### src/hw/rtl/fpa_pkg.sv
// Shared types and opcodes for the fixed-point ALU.
// No dependencies; used by every module under hw/rtl.
`default_nettype none

package fpa_pkg;

   localparam int WordWidth = 32;
   localparam int FracBitsDefault = 8;

   localparam logic [3:0] OP_ADD     = 4'd0;
   localparam logic [3:0] OP_SUB     = 4'd1;
   localparam logic [3:0] OP_MUL     = 4'd2;
   localparam logic [3:0] OP_DIV     = 4'd3;
   localparam logic [3:0] OP_GT      = 4'd4;
   localparam logic [3:0] OP_LT      = 4'd5;
   localparam logic [3:0] OP_GE      = 4'd6;
   localparam logic [3:0] OP_LE      = 4'd7;
   localparam logic [3:0] OP_EQ      = 4'd8;
   localparam logic [3:0] OP_NE      = 4'd9;
   localparam logic [3:0] OP_MIN     = 4'd10;
   localparam logic [3:0] OP_MAX     = 4'd11;
   localparam logic [3:0] OP_INC     = 4'd12;
   localparam logic [3:0] OP_DEC     = 4'd13;
   localparam logic [3:0] OP_TOINT   = 4'd14;
   localparam logic [3:0] OP_FROMINT = 4'd15;

   typedef struct packed {
      logic [3:0]                  opcode;
      logic signed [WordWidth-1:0] operand_a;
      logic signed [WordWidth-1:0] operand_b;
   } req_type;

   typedef struct packed {
      logic signed [WordWidth-1:0] result;
      logic                        compare_true;
      logic                        div_by_zero;
      logic                        overflow;
   } rsp_type;

   // Everything that rides along the divider chain besides the divide state.
   typedef struct packed {
      logic [3:0]              opcode;
      logic                    neg;
      logic [WordWidth-1:0]    mb;
      logic [2*WordWidth-1:0]  prod;
      logic [WordWidth-1:0]    res;
      logic                    cmp;
      logic                    dz;
      logic                    ovf;
   } side_type;

endpackage

`default_nettype wire

### src/hw/rtl/fpa_div_cell.sv
// One restoring-division cell: resolves one quotient bit per beat.
// Depends on fpa_pkg.
`default_nettype none

module fpa_div_cell #(
   parameter int QW = fpa_pkg::WordWidth + fpa_pkg::FracBitsDefault
) (
   input  wire logic                         clock,
   input  wire logic                         reset,
   input  wire logic                         in_valid,
   output logic                              in_ready,
   input  wire fpa_pkg::side_type            in_side,
   input  wire logic [fpa_pkg::WordWidth-1:0] in_rem,
   input  wire logic [QW-1:0]                in_nq,
   output logic                              out_valid,
   input  wire logic                         out_ready,
   output fpa_pkg::side_type                 out_side,
   output logic [fpa_pkg::WordWidth-1:0]     out_rem,
   output logic [QW-1:0]                     out_nq
);
   localparam int W = fpa_pkg::WordWidth;

   logic              valid_ff;
   fpa_pkg::side_type side_ff;
   logic [W-1:0]      rem_ff, rem_in;
   logic [QW-1:0]     nq_ff, nq_in;
   logic [W:0]        trial;
   logic              ge;

   // nq holds the unused dividend bits on top, quotient bits shift in below
   always_comb begin
      trial = {in_rem, in_nq[QW-1]};
      ge = trial >= {1'b0, in_side.mb};
      rem_in = ge ? W'(trial - {1'b0, in_side.mb}) : trial[W-1:0];
      nq_in = {in_nq[QW-2:0], ge};
   end

   assign in_ready = !valid_ff || out_ready;

   always_ff @(posedge clock) begin
      if (reset) begin
         valid_ff <= 1'b0;
      end else if (in_ready) begin
         valid_ff <= in_valid;
      end
      if (in_ready && in_valid) begin
         side_ff <= in_side;
         rem_ff <= rem_in;
         nq_ff <= nq_in;
      end
   end

   assign out_valid = valid_ff;
   assign out_side = side_ff;
   assign out_rem = rem_ff;
   assign out_nq = nq_ff;

endmodule

`default_nettype wire

### config.mk
export PLATFORM = sky130hd
export DESIGN_NAME = fpa_div_cell
export DESIGN_NICKNAME = d
export VERILOG_FILES = /design/src/hw/rtl/fpa_pkg.sv /design/src/hw/rtl/fpa_div_cell.sv
export SDC_FILE = /design/constraint.sdc
export NUM_CORES = 1
export LEC_CHECK = 0
export ABC_AREA = 0
export BUFFER_PORTS_ARGS = -buffer_cell sky130_fd_sc_hd__buf_2
export CORE_AREA = 2 2 163 165
export CTS_CLUSTER_SIZE = 25
export DETAILED_ROUTE_END_ITERATION = 16
export DIE_AREA = 0 0 165 167
export GPL_ROUTABILITY_DRIVEN = 0
export PLACE_DENSITY_LB_ADDON = 0.12
export SYNTH_ARGS = -nofsm -noshare
export SYNTH_HDL_FRONTEND = slang
export SYNTH_SLANG_ARGS = --single-unit
### constraint.sdc
create_clock -name clock -period 17.01 [get_ports clock]
set_input_delay 1.701 -clock clock [delete_from_list [all_inputs] [get_ports clock]]
set_output_delay 1.701 -clock clock [all_outputs]
set_load 0.01 [all_outputs]
# == Yosys cells after proc, flatten, opt, wreduce, memory -nomap -nowiden ==
# Index checks and enable logic that the tools add are counted.
# op_classes
n_addsub,1
n_lt_le_gt_ge,1
muxes,1
n_reduce_logical,3
# ops
cell,count
>= comparator 33 x 32 -> 1 bit,1
2-to-1 mux 32 bit,1
subtractor 32 bit,1
logical AND 1 bit,1
logical NOT 1 bit,1
logical OR 1 bit,1
# totals
register_bits,209
inputBits,212
output_inout_bits,210
wordCells,17

# == Depth between registers and ports, before layout ==
# logic_depth
depth_word,3
mapped_depth,13
ltp_nobuf,12

# == Least setup slack after synthesis ==
# No wires, ideal clock.
# synth_timing
path_kind,input to register
start,input out_ready
end,"register nq_ff[0] (netlist: out_nq[0]), enable pin"
setup_time_ns,0.595
t_arrival_ns,6.660
required_time_ns,16.415
slack_ns,9.755
stages,2
path_cell_list,nand2b_1 -> and2_1
# synth_between
elab_chain_len,2
# synth_rtl
element,line_no,text
from (decl),fpa_div_cell.sv:16,"input wire logic out_ready,"
logical OR 1 bit,fpa_div_cell.sv:38,assign in_ready = !valid_ff || out_ready;
logical AND 1 bit,fpa_div_cell.sv:46,if (in_ready && in_valid) begin
to (signal assigned),fpa_div_cell.sv:49,nq_ff <= nq_in;
to (decl),fpa_div_cell.sv:26,"logic [QW-1:0] nq_ff, nq_in;"
# No other way between the ends.
# A chain may end at the register's enable or synchronous reset.

# == Worst setup path in the final report ==
# layout_timing
start,input in_side[114] (netlist bit)
end,register rem_ff[4] (netlist: out_rem[4]) (data pin)
# layout_between
elab_chain_len,2
# layout_rtl
element,line_no,text
from (decl),fpa_div_cell.sv:12,"input wire fpa_pkg::side_type in_side,"
>= comparator 33 x 32 -> 1 bit,fpa_div_cell.sv:33,"ge = trial >= {1'b0, in_side.mb};"
2-to-1 mux 32 bit,fpa_div_cell.sv:34,"rem_in = ge ? W'(trial - {1'b0, in_side.mb}) : trial[W-1:0];"
via rem_in[4],fpa_div_cell.sv:25,"logic [W-1:0] rem_ff, rem_in;"
to (signal assigned),fpa_div_cell.sv:48,rem_ff <= rem_in;
to (decl),fpa_div_cell.sv:25,
# The timed path passes the listed nets, and every way through them passes these cells.

==> flow_summary.yaml <==
clocking:
  ctsResizeCount: 0
  clockRootBuffer: "clkbuf_16"
  numCtsBuffers: 24
  clockBufferDepth: 3
  postCtsSetupBuffers: 0
  cts_tree: "built"
  clock-sinks: 209
  clk_latency_ns: 0.51
  cts_max_level: 1
  ctsHoldBuffers: 0
  clk_pin_slew_worst_paths_ns: 0.06
final_layout:
  final_util_pct: 45.2
  final_cell_mix: "421 x buf_2, 208 x edfxtp_1, 56 x a21oi_1, 39 x inv_1, 37 x nor2_1"
  area_delta_synth_final_pct: 37.4
  instances_no_fill: 1337
  final_net_count: 1234
  mostFrequentLayoutCell: "buf_2"
  drive_above_1_share_pct: 46.6
routing:
  antenna_left: 0
  vias_per_cell: 4.58
  drtIter0Drc: 380
  route.detailed.drc: 0
  drt_wl_total_um: 25900
  drt-pass1-iter-count: 4
  vias: 6127
  routedWlPerCell_um: 19.4
logic_synthesis:
  synthAdderAreaFrac_pct: 4.96
  synth-xor-area-share_pct: 2.79
  synth_nets: 799
  synth_top_family_by_area: "compound AO/OA/AOI/OAI gates"
  syn_area_per_cell_um2: 15.3
  yosysSeqAreaShare_pct: 73.9
  synthMuxAreaShare_pct: 1.56
  synth_simple_gate_area_share_pct: 5.36
  netlist_instances: 554
  synth_edf_count: 208
  synth-compound-area-share_pct: 8.81
  yosysUniqueCellTypes: 48
  synth-main-ff-cell: "edfxtp_1"
  syn_area_um2: 8480
  async_flop_share_pct: 0
  synth_seq_cells: 209
  ys_warn_count: 0
grt:
  grt_pass1_vias: 6079
  grt.overflow.total: 0
  grt_max_degree: 81
  grtUsageTotal_pct: 17.7
  grt_pass1_wl_um: 36600
  antenna_found_initial: 6
setup_path:
  arrival_ns: 5.23
  cp_slowest_cell: "o31ai_4"
  worstPathCellList: "buf_2 -> inv_1 -> ha_1 -> nand4_1 -> or4_1 -> a21oi_1 -> nor3_1 -> a211oi_2 -> o21ai_2 -> o31ai_4 -> buf_4 -> mux2_2"
  r2r-start: "out_valid$_SDFFE_PP0N_"
  end_kind: "flop"
  cp_data_required_time_ns: 17.27
  r2r_slack_ns: 14.47
  critPathCapture: "out_rem[4]$_DFFE_PP_"
  critical_path_class: "input pin to flop"
  critPathLaunchType: "input pin"
  crit_buf_inv: 3
  cp_num_cells: 12
  crit_family: "compound AO/OA/AOI/OAI gates"
  cp-startpoint: "in_side[114]"
  reg2reg_depth: 3
  cpPeakStageDelay_ns: 0.74
  crit_fanout: 34
  reg2reg_to: "out_nq[12]$_DFFE_PP_"
place:
  portBuffers: 421
  place_inst: 1298
  dpl.hpwl_um: 20300
outcome:
  status: "complete, no violations"
power_and_ir_drop:
  p_sw_uw: 313
  combPwrFrac_pct: 14.9
  ir_drop_uv: 70.4
  power_mw: 1.27
  switching_share_pct: 24.7
  power_density_nw_per_um2: 109
  p_leak_nw: 5.08
  p_int_uw: 953
  power_frac_clock_pct: 36.1
  seq_power_share_pct: 49.0
sta:
  finalMaxSlewViolations: 0
  worst_pin_slew_ns: 1.13
  rsz0062_at_grt: "false"
  setup_viol: 0
  relSlewSlack_pct: 24.3
  hold_slack_ns: 0.547
  setup_tns_ns: 0
  fin_worst_skew_ns: 0.00841
  period_needed_ns: 4.97
  period_share_pct: 29.2
  fmax_mhz: 201
  hold_viol: 0
floorplanning:
  die_area_um2: 27600
  core_area_um2: 25800
  ioPinCount: 422
  die_x_um: 165
  die_y_um: 167
  start_util_pct: 32.9
  row_count: 59
flow_run:
  maxCapViolCount: 0
min_path:
  hp-class: "flop to flop"
  holdCritStartpoint: "out_valid$_SDFFE_PP0N_"
## how the worst min path moves through the flow
stage | to | cells after the start
detailed placement | out_valid$_SDFFE_PP0N_ | 2
CTS | out_valid$_SDFFE_PP0N_ | 2
global placement | out_valid$_SDFFE_PP0N_ | 2
finish | out_valid$_SDFFE_PP0N_ | 2
floorplan | out_valid$_SDFFE_PP0N_ | 2
global route | out_valid$_SDFFE_PP0N_ | 2
## flip-flops by register name, indices dropped and copies added (netlist names)
name,cells
out_side,136
out_rem,32
out_valid,1
out_nq,40
## power by group through the flow
stage                     Sequential, mW  Clock [mW]  Combinational [mW]
after global placement             0.631           0               0.190
final                              0.620       0.457               0.188
after global routing               0.624       0.497               0.207
after floorplan                    0.657           0              0.0821
after CTS                          0.621       0.476               0.191
after detailed placement           0.631           0               0.191
## cell usage after synthesis (3+ instances only)
library cell | count | area, µm²
o211ai_1 | 4 | 30.0
o21a_1 | 6 | 45.0
o21bai_1 | 3 | 22.5
buf_2 | 4 | 20.0
ha_1 | 32 | 400
o21ai_0 | 15 | 75.1
a21o_1 | 13 | 97.6
nand2_1 | 28 | 105
nand4_1 | 7 | 43.8
a21oi_1 | 56 | 280
clkbuf_1 | 8 | 30.0
inv_1 | 39 | 146
nand2b_1 | 5 | 31.3
xnor2_1 | 15 | 131
nor2_1 | 37 | 139
a211oi_1 | 3 | 22.5
xor2_1 | 12 | 105
mux2_1 | 4 | 45.0
buf_4 | 3 | 22.5
and2_1 | 3 | 18.8
nand3_1 | 8 | 40.0
nor4_1 | 4 | 25.0
mux2_2 | 6 | 67.6
edfxtp_1 | 208 | 6250
## final cells by class
cell class                      instances  area [µm²]
Fill cell                            2438       14100
Sequential cell                       209        6270
Timing Repair Buffer                  424        2130
Multi-Input combinational cell        291        1990
Clock buffer                           27         633
Tap cell                              335         419
Inverter                               39         146
Clock inverter                         11        52.6
Antenna cell                            1        2.50
## worst register-to-register path, stage by stage, from the launching register on
cell	delay, ns
dfxtp_1	0.31
nand2b_1	0.12
and2_4	0.64
buf_4	0.93
## per-stage QoR
step	setup slack [ns]	cell area (µm²)
floorplan	9.76	8480
global placement	11.55	11000
detailed placement	11.47	11000
CTS	12.01	11600
global route	11.79	11600
finish	12.04	11600
## metal layers
metal / GRT usage (%) / vias up / wire (µm)
met5: 0 / - / 57
met4: 4.73 / 10 / 487
met3: 6.08 / 41 / 2440
met2: 32.9 / 240 / 13600
met1: 18.9 / 2879 / 9380
li1: - / 2957 / -
## cell families after synthesis
| family | count (synthesis) |
|---|---|
| xor gates and xnor gates | 27 |
| AOI/OAI and AO/OA | 119 |
| adders and majority gates | 33 |
| buffers and inverters | 54 |
| and+or+nand+nor | 100 |
| muxes | 12 |
| DFF | 209 |
Power figures use the tool's default switching activity.
