## src/hw/rtl/fpa_pkg.sv

```systemverilog
// Shared types and opcodes for the fixed-point ALU.
// No dependencies; used by every module under hw/rtl.
`default_nettype none

package fpa_pkg;

   localparam int WordWidth = 32;
   localparam int FracBitsDefault = 8;

   localparam logic [3:0] OP_ADD     = 4'd0;
   localparam logic [3:0] OP_SUB     = 4'd1;
   localparam logic [3:0] OP_MUL     = 4'd2;
   localparam logic [3:0] OP_DIV     = 4'd3;
   localparam logic [3:0] OP_GT      = 4'd4;
   localparam logic [3:0] OP_LT      = 4'd5;
   localparam logic [3:0] OP_GE      = 4'd6;
   localparam logic [3:0] OP_LE      = 4'd7;
   localparam logic [3:0] OP_EQ      = 4'd8;
   localparam logic [3:0] OP_NE      = 4'd9;
   localparam logic [3:0] OP_MIN     = 4'd10;
   localparam logic [3:0] OP_MAX     = 4'd11;
   localparam logic [3:0] OP_INC     = 4'd12;
   localparam logic [3:0] OP_DEC     = 4'd13;
   localparam logic [3:0] OP_TOINT   = 4'd14;
   localparam logic [3:0] OP_FROMINT = 4'd15;

   typedef struct packed {
      logic [3:0]                  opcode;
      logic signed [WordWidth-1:0] operand_a;
      logic signed [WordWidth-1:0] operand_b;
   } req_type;

   typedef struct packed {
      logic signed [WordWidth-1:0] result;
      logic                        compare_true;
      logic                        div_by_zero;
      logic                        overflow;
   } rsp_type;

   // Everything that rides along the divider chain besides the divide state.
   typedef struct packed {
      logic [3:0]              opcode;
      logic                    neg;
      logic [WordWidth-1:0]    mb;
      logic [2*WordWidth-1:0]  prod;
      logic [WordWidth-1:0]    res;
      logic                    cmp;
      logic                    dz;
      logic                    ovf;
   } side_type;

endpackage

`default_nettype wire

```

## src/hw/rtl/fpa_prep.sv

```systemverilog
// Entry stage: operand magnitudes, product, dividend and all simple ops.
// Depends on fpa_pkg.
`default_nettype none

module fpa_prep #(
   parameter int FRAC_BITS = fpa_pkg::FracBitsDefault,
   parameter int QW = fpa_pkg::WordWidth + FRAC_BITS
) (
   input  wire logic                              clock,
   input  wire logic                              reset,
   input  wire logic                              in_valid,
   output logic                                   in_ready,
   input  wire fpa_pkg::req_type                  in_data,
   output logic                                   out_valid,
   input  wire logic                              out_ready,
   output fpa_pkg::side_type                      out_side,
   output logic [QW-1:0]                          out_nq
);
   localparam int W = fpa_pkg::WordWidth;

   logic            valid_ff;
   fpa_pkg::side_type side_ff, side_in;
   logic [QW-1:0]   nq_ff, nq_in;

   logic signed [W-1:0] a, b;
   logic [W-1:0]    ma, mb;
   logic [W:0]      sum, dif;
   logic [FRAC_BITS:0] top_bits;

   always_comb begin
      a = in_data.operand_a;
      b = in_data.operand_b;
      ma = a[W-1] ? W'(-a) : W'(a);
      mb = b[W-1] ? W'(-b) : W'(b);
      sum = {a[W-1], a} + {b[W-1], b};
      dif = {a[W-1], a} - {b[W-1], b};
      top_bits = a[W-1 -: FRAC_BITS+1];
      nq_in = QW'({ma, {FRAC_BITS{1'b0}}}) + QW'(mb >> 1);

      side_in.opcode = in_data.opcode;
      side_in.neg = a[W-1] ^ b[W-1];
      side_in.mb = mb;
      side_in.prod = ma * mb;
      side_in.res = '0;
      side_in.cmp = 1'b0;
      side_in.dz = 1'b0;
      side_in.ovf = 1'b0;
      unique case (in_data.opcode)
         fpa_pkg::OP_ADD: begin
            side_in.res = sum[W-1:0];
            side_in.ovf = sum[W] ^ sum[W-1];
         end
         fpa_pkg::OP_SUB: begin
            side_in.res = dif[W-1:0];
            side_in.ovf = dif[W] ^ dif[W-1];
         end
         fpa_pkg::OP_DIV: side_in.dz = (b == '0);
         fpa_pkg::OP_GT: side_in.cmp = a > b;
         fpa_pkg::OP_LT: side_in.cmp = a < b;
         fpa_pkg::OP_GE: side_in.cmp = a >= b;
         fpa_pkg::OP_LE: side_in.cmp = a <= b;
         fpa_pkg::OP_EQ: side_in.cmp = a == b;
         fpa_pkg::OP_NE: side_in.cmp = a != b;
         fpa_pkg::OP_MIN: side_in.res = (a < b) ? a : b;
         fpa_pkg::OP_MAX: side_in.res = (a > b) ? a : b;
         fpa_pkg::OP_INC: begin
            side_in.res = W'(a + 1);
            side_in.ovf = (a == {1'b0, {(W-1){1'b1}}});
         end
         fpa_pkg::OP_DEC: begin
            side_in.res = W'(a - 1);
            side_in.ovf = (a == {1'b1, {(W-1){1'b0}}});
         end
         fpa_pkg::OP_TOINT: side_in.res = a >>> FRAC_BITS;
         fpa_pkg::OP_FROMINT: begin
            side_in.res = a << FRAC_BITS;
            side_in.ovf = !((&top_bits) || !(|top_bits));
         end
         default: ;
      endcase
   end

   assign in_ready = !valid_ff || out_ready;

   always_ff @(posedge clock) begin
      if (reset) begin
         valid_ff <= 1'b0;
      end else if (in_ready) begin
         valid_ff <= in_valid;
      end
      if (in_ready && in_valid) begin
         side_ff <= side_in;
         nq_ff <= nq_in;
      end
   end

   assign out_valid = valid_ff;
   assign out_side = side_ff;
   assign out_nq = nq_ff;

endmodule

`default_nettype wire

```

## config.mk

```make
export PLATFORM = sky130hd
export DESIGN_NAME = fpa_prep
export DESIGN_NICKNAME = d
export VERILOG_FILES = /design/src/hw/rtl/fpa_pkg.sv /design/src/hw/rtl/fpa_prep.sv
export SDC_FILE = /design/constraint.sdc
export NUM_CORES = 2
export LEC_CHECK = 0
export BUFFER_PORTS_ARGS = -buffer_cell sky130_fd_sc_hd__buf_2
export CELL_PAD_IN_SITES_DETAIL_PLACEMENT = 0
export CELL_PAD_IN_SITES_GLOBAL_PLACEMENT = 1
export CORE_MARGIN = 4
export CORE_UTILIZATION = 50
export CTS_CLUSTER_DIAMETER = 100
export DETAILED_ROUTE_END_ITERATION = 6
export PLACE_DENSITY = 0.84
export SYNTH_ARGS = -nofsm -noshare
export SYNTH_HDL_FRONTEND = slang
export SYNTH_SLANG_ARGS = --single-unit
```

## constraint.sdc

```tcl
create_clock -name clock -period 12.1 [get_ports clock]
set_input_delay 0.605 -clock clock [delete_from_list [all_inputs] [get_ports clock]]
set_output_delay 0.605 -clock clock [all_outputs]
set_load 0.01 [all_outputs]
```

=== After elaboration in Yosys (flattened, before gate mapping) ===
Cells that the tools add are included.

* Output and inout bits: 178
* Register bits after elaboration: 177
* Input bits: 72
* Word-level logic and storage cells: 60

* Bitwise gates (word level): 3
* Add/subtract/negate cells: 7
* Equal/unequal tests: 18
* Multiply operators: 1
* Order comparisons: 4
* Mux-type cells: 7
* Reduce and logical (&&, ||, !) cells: 10

{| class="wikitable"
|+ Operators by type and width
! cell !! number
|-
| 32-bit one-hot mux with 8 select lines || 1
|-
| 32-bit two-way mux || 4
|-
| 32-bit by 32-bit multiplier with 64-bit output || 1
|-
| 32-bit negator || 2
|-
| 40-bit by 31-bit adder with 40-bit output || 1
|-
| 32-bit by 32-bit adder with 33-bit output || 1
|-
| 32-bit by 32-bit subtractor with 33-bit output || 1
|-
| 32-bit by 2-bit adder with 32-bit output, second input constant || 1
|-
| 32-bit by 31-bit equality test with 1-bit output, second input constant || 1
|-
| 32-bit equality test || 1
|-
| 32-bit equality test, second input constant || 1
|-
| 4-bit equality test, second input constant || 8
|-
| 32-bit greater-or-equal comparator || 1
|-
| 32-bit > comparator || 1
|-
| 32-bit less-or-equal comparator || 1
|-
| 32-bit zero test || 1
|-
| 32-bit less-than comparator || 1
|-
| 32-bit != test || 1
|-
| 32-bit by 2-bit subtractor with 32-bit output, second input constant || 1
|-
| 4-bit by 3-bit equality test with 1-bit output, second input constant || 4
|-
| 9-bit AND reduction || 1
|-
| 9-bit OR reduction || 1
|-
| 1-bit one-hot mux with 6 select lines || 1
|-
| 1-bit one-hot mux with 5 select lines || 1
|-
| 7 further kinds || 12
|}

=== Depth between registers and ports, before layout ===
* Word-level depth: 5
* Gate-level depth with buffers: 37
* Gate-level depth less buffers: 35

=== Worst setup path before layout ===
OpenSTA, ideal clock, no wires.

* Path type: input port to flip-flop
* Start: in in_data[12] in the netlist's numbering
* End: reg side_ff (netlist bit out_side[91]), data pin
* Slack: 2541 ps
* Cell stages on the path: 32
* Setup time: 259 ps
* Path buffers: 1
* Arrival: 9300 ps
* Data required time: 11841 ps
* Path through: nor4_1 nand2_1 or4_4 or3_4 or3_4 or3_4 nand2_1 xnor2_1 clkinv_1 ha_1 fa_1 inv_1 fa_1 inv_1 fa_1 fa_1 fa_1 fa_1 fa_1 inv_1 fa_1 inv_1 ha_1 clkbuf_1 and3_1 nand3_1 a2111oi_0 nor3_1 o21ai_0 a21oi_1 o21ai_0 xnor2_1

{| class="wikitable"
|+ RTL lines
! element !! RTL line !! RTL
|-
| from (decl) || fpa_prep.sv:13 || <nowiki>input wire fpa_pkg::req_type in_data,</nowiki>
|-
| to (signal assigned) || fpa_prep.sv:92 || <nowiki>side_ff <= side_in;</nowiki>
|-
| to (decl) || fpa_prep.sv:22 || <nowiki>fpa_pkg::side_type side_ff, side_in;</nowiki>
|}

==> flow_metrics.env <==
export IMPL_layout_setup_ws_ps=1590
export IMPL_nFillCells=8734
export IMPL_worstPathArrival_ps=10790
export IMPL_grt_start_max_net_pins=63
export IMPL_root_buffer="clkbuf_16"
export IMPL_yosysMostFrequentCell="inv_1"
export IMPL_endpoint_kind="register"
export IMPL_multi_input_area_sq_um=36900
export IMPL_grt_pass1_wl_mm=258
export IMPL_path_max_fanout=19
export IMPL_dpl_cell_area_sq_um=49600
export IMPL_first_pass_iters=7
export IMPL_area_delta_synth_final_pct=8.27
export IMPL_worstPathRequired_ps=12380
export IMPL_ys_seq_elements=169
export IMPL_drive_gt1_frac=0.0923
export IMPL_fin_crit_sh=0.868
export IMPL_rows=111
export IMPL_synth_main_ff_cell="edfxtp_1"
export IMPL_grt_pass1_vias=40300
export IMPL_cts_setup_buffers=0
export IMPL_nNetsFinal=6749
export IMPL_setup_tns_ps=0
export IMPL_cts_buffers=17
export IMPL_finalInstanceArea_sq_um=50300
export IMPL_synth_top_cell_area_share=0.388
export IMPL_synth_area_leader_cell="fa_1"
export IMPL_synth_cell_types=82
export IMPL_ant_nets=0
export IMPL_cts_sinks=169
export IMPL_insertion_delay_ps=540
export IMPL_via_count=38900
export IMPL_ys_warn_count=0
export IMPL_fmax_mhz=95.2
export IMPL_fin_skew_ps=13.6
export IMPL_dpl_worst_slack_ps=1090
export IMPL_place_congestion=0.999
export IMPL_critPathKind="input port to register"
export IMPL_grt_antenna_before_repair=6
export IMPL_syn_avg_cell_area_sq_um=8.81
export IMPL_crit_slowest_cell="fa_1"
export IMPL_crit_path_max_incr_delay_ps=710
export IMPL_yosys_top_cells_area="fa_1 (39%), edfxtp_1 (11%), ha_1 (10%)"
export IMPL_seq_area_frac_synth=0.109
export IMPL_hold_viol_final=0
export IMPL_fin_crit_ps=10510
export IMPL_vias_per_cell=5.85
export IMPL_wl_per_cell_um=25.7
export IMPL_cts_tree="built"
export IMPL_failed_checks="design-rule violations"
export IMPL_drc=7
export IMPL_hold_buffers=0
export IMPL_max_slew_margin=0.123
export IMPL_status="finished, violations left"
export IMPL_synth_common_cells="inv_1 (994), fa_1 (900), nor2_1 (665)"
export IMPL_syn_area_sq_um=46400
export IMPL_cts_buffer_depth=2
export IMPL_drtIter0Drc=3928
export IMPL_async_reset_ff_frac=0
export IMPL_die_y_um=313
export IMPL_htreeDepth=4
export IMPL_grt_overflow_total=0
export IMPL_slew_violations=0
export IMPL_clkTransAtPathRegs_ps=80
export IMPL_crit_top_cell="fa_1"
export IMPL_io_buffers=249
export IMPL_worstSetupStartpointType="input port"
export IMPL_die_w_um=313
export IMPL_seqCellArea_sq_um=5060
export IMPL_syn_num_nets=6623
export IMPL_initial_core_util=0.505
export IMPL_worst_pin_slew_ps=1310
export IMPL_max_cap_violations=0
export IMPL_die_area_sq_um=97800
export IMPL_coreArea_sq_um=91900
export IMPL_finalSetupViolations=0
export IMPL_hp_class="input port to register"
export IMPL_grt_use_total=0.355
export IMPL_rsz0062_at_grt="no"
export IMPL_io_pins=250
export IMPL_synth_edf_count=168
export IMPL_hold_ws_ps=217
export IMPL_routed_wl_mm=171
export IMPL_dp_hpwl_mm=136
export IMPL_netlist_instances=5269
export IMPL_cts_resized=0
## sequential cells by signal, summed over array words and instances (netlist names)
name       cells
out_side     136
out_nq        32
out_valid      1
## layer usage
metal	routed length, um	track usage
met5	48	0.00148
met4	7930	0.145
met3	19600	0.106
met2	75000	0.537
met1	68700	0.480
## cell usage in the layout, fill, tap and decap left out, drive strengths merged, types with 9 or more instances in the layout
cell type and instances:
a211o 10, a31oi 25, xor2 63, and3 26
a222oi 16, o221ai 18, xnor2 155, clkinv 22
o21a 17, o31ai 30, o41ai 10, a221oi 12
a22oi 9, nor2b 30, buf 381, a21oi 197
nor2 665, mux2i 55, o21bai 23, nand4 27
edfxtp 168, ha 382, clkbuf 17, inv 1002
nor3 58, nand2 579, a21o 80, and2 20
nand3 58, o211ai 19, fa 900, or3 18
a211oi 23, nor4 17, o21ai 123, nand2b 36
## cell type report
cell class                 instances  area share
antenna                            2   0.0000995
clock buffer                      17     0.00846
clock inverter                    15     0.00555
inverter                        1016      0.0759
multi-input combinational       3810       0.734
sequential                       169       0.101
tap                             1243      0.0309
timing repair buffer             381      0.0445
## per-stage QoR
step           utilization  cells
2_1_floorplan            -   5269
3_3_place_gp         0.539   6619
3_5_place_dp         0.539   6619
4_1_cts              0.547   6651
5_1_grt              0.547   6651
6_report             0.547   6653
## final timing paths
kind	start	endpoint	slack, ps	depth (start not counted)
max	in_data[12]	out_side[98]	1590	33
min	reset	out_valid	220	2
max reg2reg	out_valid	out_side[73]	9770	3
min reg2reg	out_valid	out_valid	520	2
## cell families (layout without fill, tap and decap cells)
| family | Yosys count | in the layout | share of synthesized area |
|---|---|---|---|
| simple gates | 1561 | 1561 | 0.142 |
| buf+inv | 1290 | 1429 | 0.106 |
| fa+ha+maj | 1282 | 1282 | 0.491 |
| compound gates | 690 | 690 | 0.0985 |
| xor+xnor | 218 | 218 | 0.0413 |
| flops | 169 | 169 | 0.109 |
| mux | 59 | 59 | 0.0128 |
| other cells | 0 | 2 | 0 |
## worst max-delay path: cells and delay by family
kind / cells / cell delay [ps]
AO/OA/AOI/OAI: 9 / 1950
XOR/XNOR: 2 / 540
adder cells (fa/ha/maj): 9 / 4630
buffers and inverters: 5 / 740
AND/OR/NAND/NOR: 8 / 2320
Power is left out: the tool's default activity adds up to more than one toggle a clock period on the data nets, which glitch-free logic cannot reach.
